**src/design/rpa_pkg.sv**
```systemverilog
// Shared constants, request and status codes, and controller/datapath link types.
package rpa_pkg;

  localparam int NUM_PAGES_DEF = 32768;

  localparam int REQ_W    = 2;
  localparam int PAGE_W   = 16;
  localparam int FIRST_W  = 15;
  localparam int STATUS_W = 3;
  localparam int GRANT_W  = 15;
  localparam int COUNT_W  = 16;

  localparam logic [REQ_W-1:0] REQ_ALLOC = 2'd0;
  localparam logic [REQ_W-1:0] REQ_FREE  = 2'd1;
  localparam logic [REQ_W-1:0] REQ_INCR  = 2'd2;
  localparam logic [REQ_W-1:0] REQ_SEED  = 2'd3;

  localparam logic [STATUS_W-1:0] ST_OK        = 3'd0;
  localparam logic [STATUS_W-1:0] ST_EMPTY     = 3'd1;
  localparam logic [STATUS_W-1:0] ST_BAD_PAGE  = 3'd2;
  localparam logic [STATUS_W-1:0] ST_BELOW_ONE = 3'd3;
  localparam logic [STATUS_W-1:0] ST_OVERFLOW  = 3'd4;

  typedef struct packed {
    logic clr_we;
    logic load;
    logic exec;
  } rpa_cmd_t;

  typedef struct packed {
    logic clr_last;
  } rpa_sts_t;

endpackage

```
**src/design/rpa_ctrl.sv**
```systemverilog
// Controller: clearing pass, request accept and execute sequencing, output valid.
module rpa_ctrl (
  input  logic              clk,
  input  logic              rst_n,
  input  logic              in_valid,
  output logic              in_stall,
  output logic              out_valid,
  input  logic              out_stall,
  input  rpa_pkg::rpa_sts_t sts,
  output rpa_pkg::rpa_cmd_t cmd
);
  import rpa_pkg::*;

  typedef enum logic [1:0] {
    S_CLEAR,
    S_IDLE,
    S_EXEC
  } state_t;

  state_t state_r, state_nxt;
  logic   out_valid_r, out_valid_nxt;

  always_comb begin
    cmd           = '0;
    state_nxt     = state_r;
    out_valid_nxt = out_valid_r && out_stall;
    unique case (state_r)
      S_CLEAR: begin
        cmd.clr_we = 1'b1;
        if (sts.clr_last) begin
          state_nxt = S_IDLE;
        end
      end
      S_IDLE: begin
        if (in_valid) begin
          cmd.load  = 1'b1;
          state_nxt = S_EXEC;
        end
      end
      S_EXEC: begin
        if (!out_valid_r || !out_stall) begin
          cmd.exec      = 1'b1;
          out_valid_nxt = 1'b1;
          state_nxt     = S_IDLE;
        end
      end
      default: begin
        state_nxt = S_CLEAR;
      end
    endcase
  end

  always_ff @(posedge clk) begin
    if (!rst_n) begin
      state_r     <= S_CLEAR;
      out_valid_r <= 1'b0;
    end else begin
      state_r     <= state_nxt;
      out_valid_r <= out_valid_nxt;
    end
  end

  assign in_stall  = (state_r != S_IDLE);
  assign out_valid = out_valid_r;

endmodule

```
**config.mk**
```make
export PLATFORM = sky130hd
export DESIGN_NAME = rpa_ctrl
export DESIGN_NICKNAME = d
export VERILOG_FILES = /design/src/design/rpa_pkg.sv /design/src/design/rpa_ctrl.sv
export SDC_FILE = /design/constraint.sdc
export NUM_CORES = 1
export LEC_CHECK = 0
export ABC_AREA = 1
export BUFFER_PORTS_ARGS = -buffer_cell sky130_fd_sc_hd__buf_2
export CAP_MARGIN = 15
export CORE_AREA = 5 5 42 44
export DETAILED_ROUTE_END_ITERATION = 10
export DIE_AREA = 0 0 47 49
export GPL_TIMING_DRIVEN = 0
export PLACE_DENSITY_LB_ADDON = 0.3
export SLEW_MARGIN = 20
export SYNTH_ARGS = -nofsm -noshare
export SYNTH_HDL_FRONTEND = slang
export SYNTH_SLANG_ARGS = --single-unit
```
**constraint.sdc**
```tcl
create_clock -name clk -period 1.5 [get_ports clk]
set_input_delay 0.15 -clock clk [delete_from_list [all_inputs] [get_ports clk]]
set_output_delay 0.15 -clock clk [all_outputs]
set_load 0.03 [all_outputs]
```
==> run metrics <==
pre-CTS WS 0.449 ns; startpoint types register; Post-CTS Resized 0; Avg WL per Cell 7.42 µm; Max Cap Violations 0; unrepaired setup endpoints after global routing no; largest buffer count on any clock path 2; Post-CTS Setup Bufs 0; vias in the first global route 190; GR Util met2 5.88%; height of the chip 49 µm; synthesized area 153 µm²; layout cells sized above 1 47.2%; WL final 386 µm; initial core utilization between 10 and 15%; setup ws final 0.230 ns; path type of the worst min-delay path in2reg; CTS Hold Bufs 0; commonest cells after routing, fill and taps aside 9 x buf_2, 5 x nand2_1, 5 x inv_1; Rel. slew slack between 80% and 90%; area delta synth->final 59.8%; multi-input logic area approximately 70 µm²; gr usage total 4.44%; syn nets 28; GR Layer Usage met3 2.21%; Vias 170; VDD IR-drop max 0.000233 V; met1 Use GR 4.18%; die area 0.00230 mm²; FILL cells 178; Yosys cell types 10; starting DRC count in detailed routing 0; Final Hold Fails 0; slowest cell on the critical path dfxtp_1; Final period util 84.7%; Final nets 42; crit path kind reg2out; Yosys reg bits 3; worst path arrival time roughly 1.1 ns; Post-Route Skew 0.000585 ns; Worst-Skew Late Latency 0.23 ns; pin count of the biggest net entering global routing 6; die extent in x 47 µm; max-slew violations 0; initial antenna violation count 0; Final ANT Viol Nets 0; # IOs 10; CTS tree yes; sequential fraction of the synthesis area 39.3%; ant diodes 0; TNS Setup 0 ns; CP Max Fanout 3; most used routing layer in global routing met2; final RePlAce weighted congestion around 0.56; GRT overflow 0; # DRC 0; site row count 14; # clock sinks 3; Vias/cell 3.27; first-pass GRT wire length a little under 700 µm; highest clock rate approximately 790 MHz; crit path cell chain inv_2 > nor2_2 > inv_1 > nor2_1 > buf_2; port bufs 9; core area 0.00140 mm²; root buf cell clkbuf_4; Power Dens Cells between 1000 and 1500 mW/mm²; Final setup viols 0; Worst Tran Pin Value 0.164 ns; outcome finished clean; Leak 0.140 nW; Critical Path Max Stage Delay ~0.35 ns; minimum clock period 1.27 ns; commonest non-fill, non-tap cell in the layout buf_2; clock-pin slew on the worst setup and hold paths around 0.040 ns; FF/Latch Area 60.1 µm²; Worst setup EP type output pin; Syn Area/Cell 6.64 µm²; HPWL Detailed 329 µm; Gate Count Post-Synth 23; CTS H-tree depth 1; CTS buffer count 3; CP required 1.35 ns; 1st-pass router iterations 1; Yosys warning count 0
sequential cells by signal (all words and copies together) (netlist names):
signal	flops
state_r	2
out_valid	1
kinds of logic (layout without fill, tap and decap cells):
group / Yosys count / count (layout) / share of synthesized area (%)
AND/OR/NAND/NOR: 11 / 11 / 31.2
buffers and inverters: 6 / 19 / 14.8
AO/OA/AOI/OAI: 3 / 3 / 14.8
flip-flops: 3 / 3 / 39.3
final cells by class:
type	count	area share (%)
Clock buffer	4	10.8
Inverter	6	9.23
Multi-Input combinational cell	14	28.7
Sequential cell	3	24.6
Tap cell	16	8.21
Timing Repair Buffer	9	18.5
critical path, delay by kind of cell (launching register included):
kind	cells	cell delay, ns
flops	1	0.35
buf+inv	3	0.34
simple gates	2	0.20
path summary, 6_finish.rpt:
check                   from          to  slack [ns]  cells after the start
hold reg to reg    out_valid   out_valid        0.50                      2
hold / removal         rst_n  state_r[0]        0.17                      3
setup reg to reg  state_r[1]  state_r[0]        0.70                      5
setup / recovery  state_r[1]      cmd[0]        0.23                      5
synth_stat cells:
master,number,area share [%]
a21oi_2,2,11
dfxtp_1,3,39
inv_1,5,12
inv_2,1,2.5
nand2_1,5,12
nand2_2,1,4.1
nand3_1,1,3.3
nor2_1,3,7.4
nor2_2,1,4.1
o21ai_0,1,3.3
where the power goes:
part / switching [W] / total, W / internal [W]
Combinational: 0.0000333 / 0.0000492 / 0.0000160
Clock: 0.0000395 / 0.000139 / 0.0000995
Sequential: 0.00000427 / 0.0000889 / 0.0000846
metal layers:
layer	routed length, µm	up-vias
met2	227	3
met5	0	-
li1	-	94
met1	128	73
met4	0	0
met3	31	0
through the flow:
| step | total power (W) | std cells | utilization (%) | area, µm² | hold slack, ns |
|---|---|---|---|---|---|
| finish | 0.000277 | 52 | 17.4 | 244 | 0.165 |
| global placement | 0.000140 | 48 | 15.5 | 218 | 0.402 |
| global route | 0.000294 | 52 | 17.4 | 244 | 0.194 |
| floorplan | 0.000123 | 23 | - | 153 | 0.275 |
| detailed placement | 0.000140 | 48 | 15.5 | 218 | 0.407 |
| CTS | 0.000288 | 52 | 17.4 | 244 | 0.160 |
Note: power is estimated with default switching activity, not from simulation.
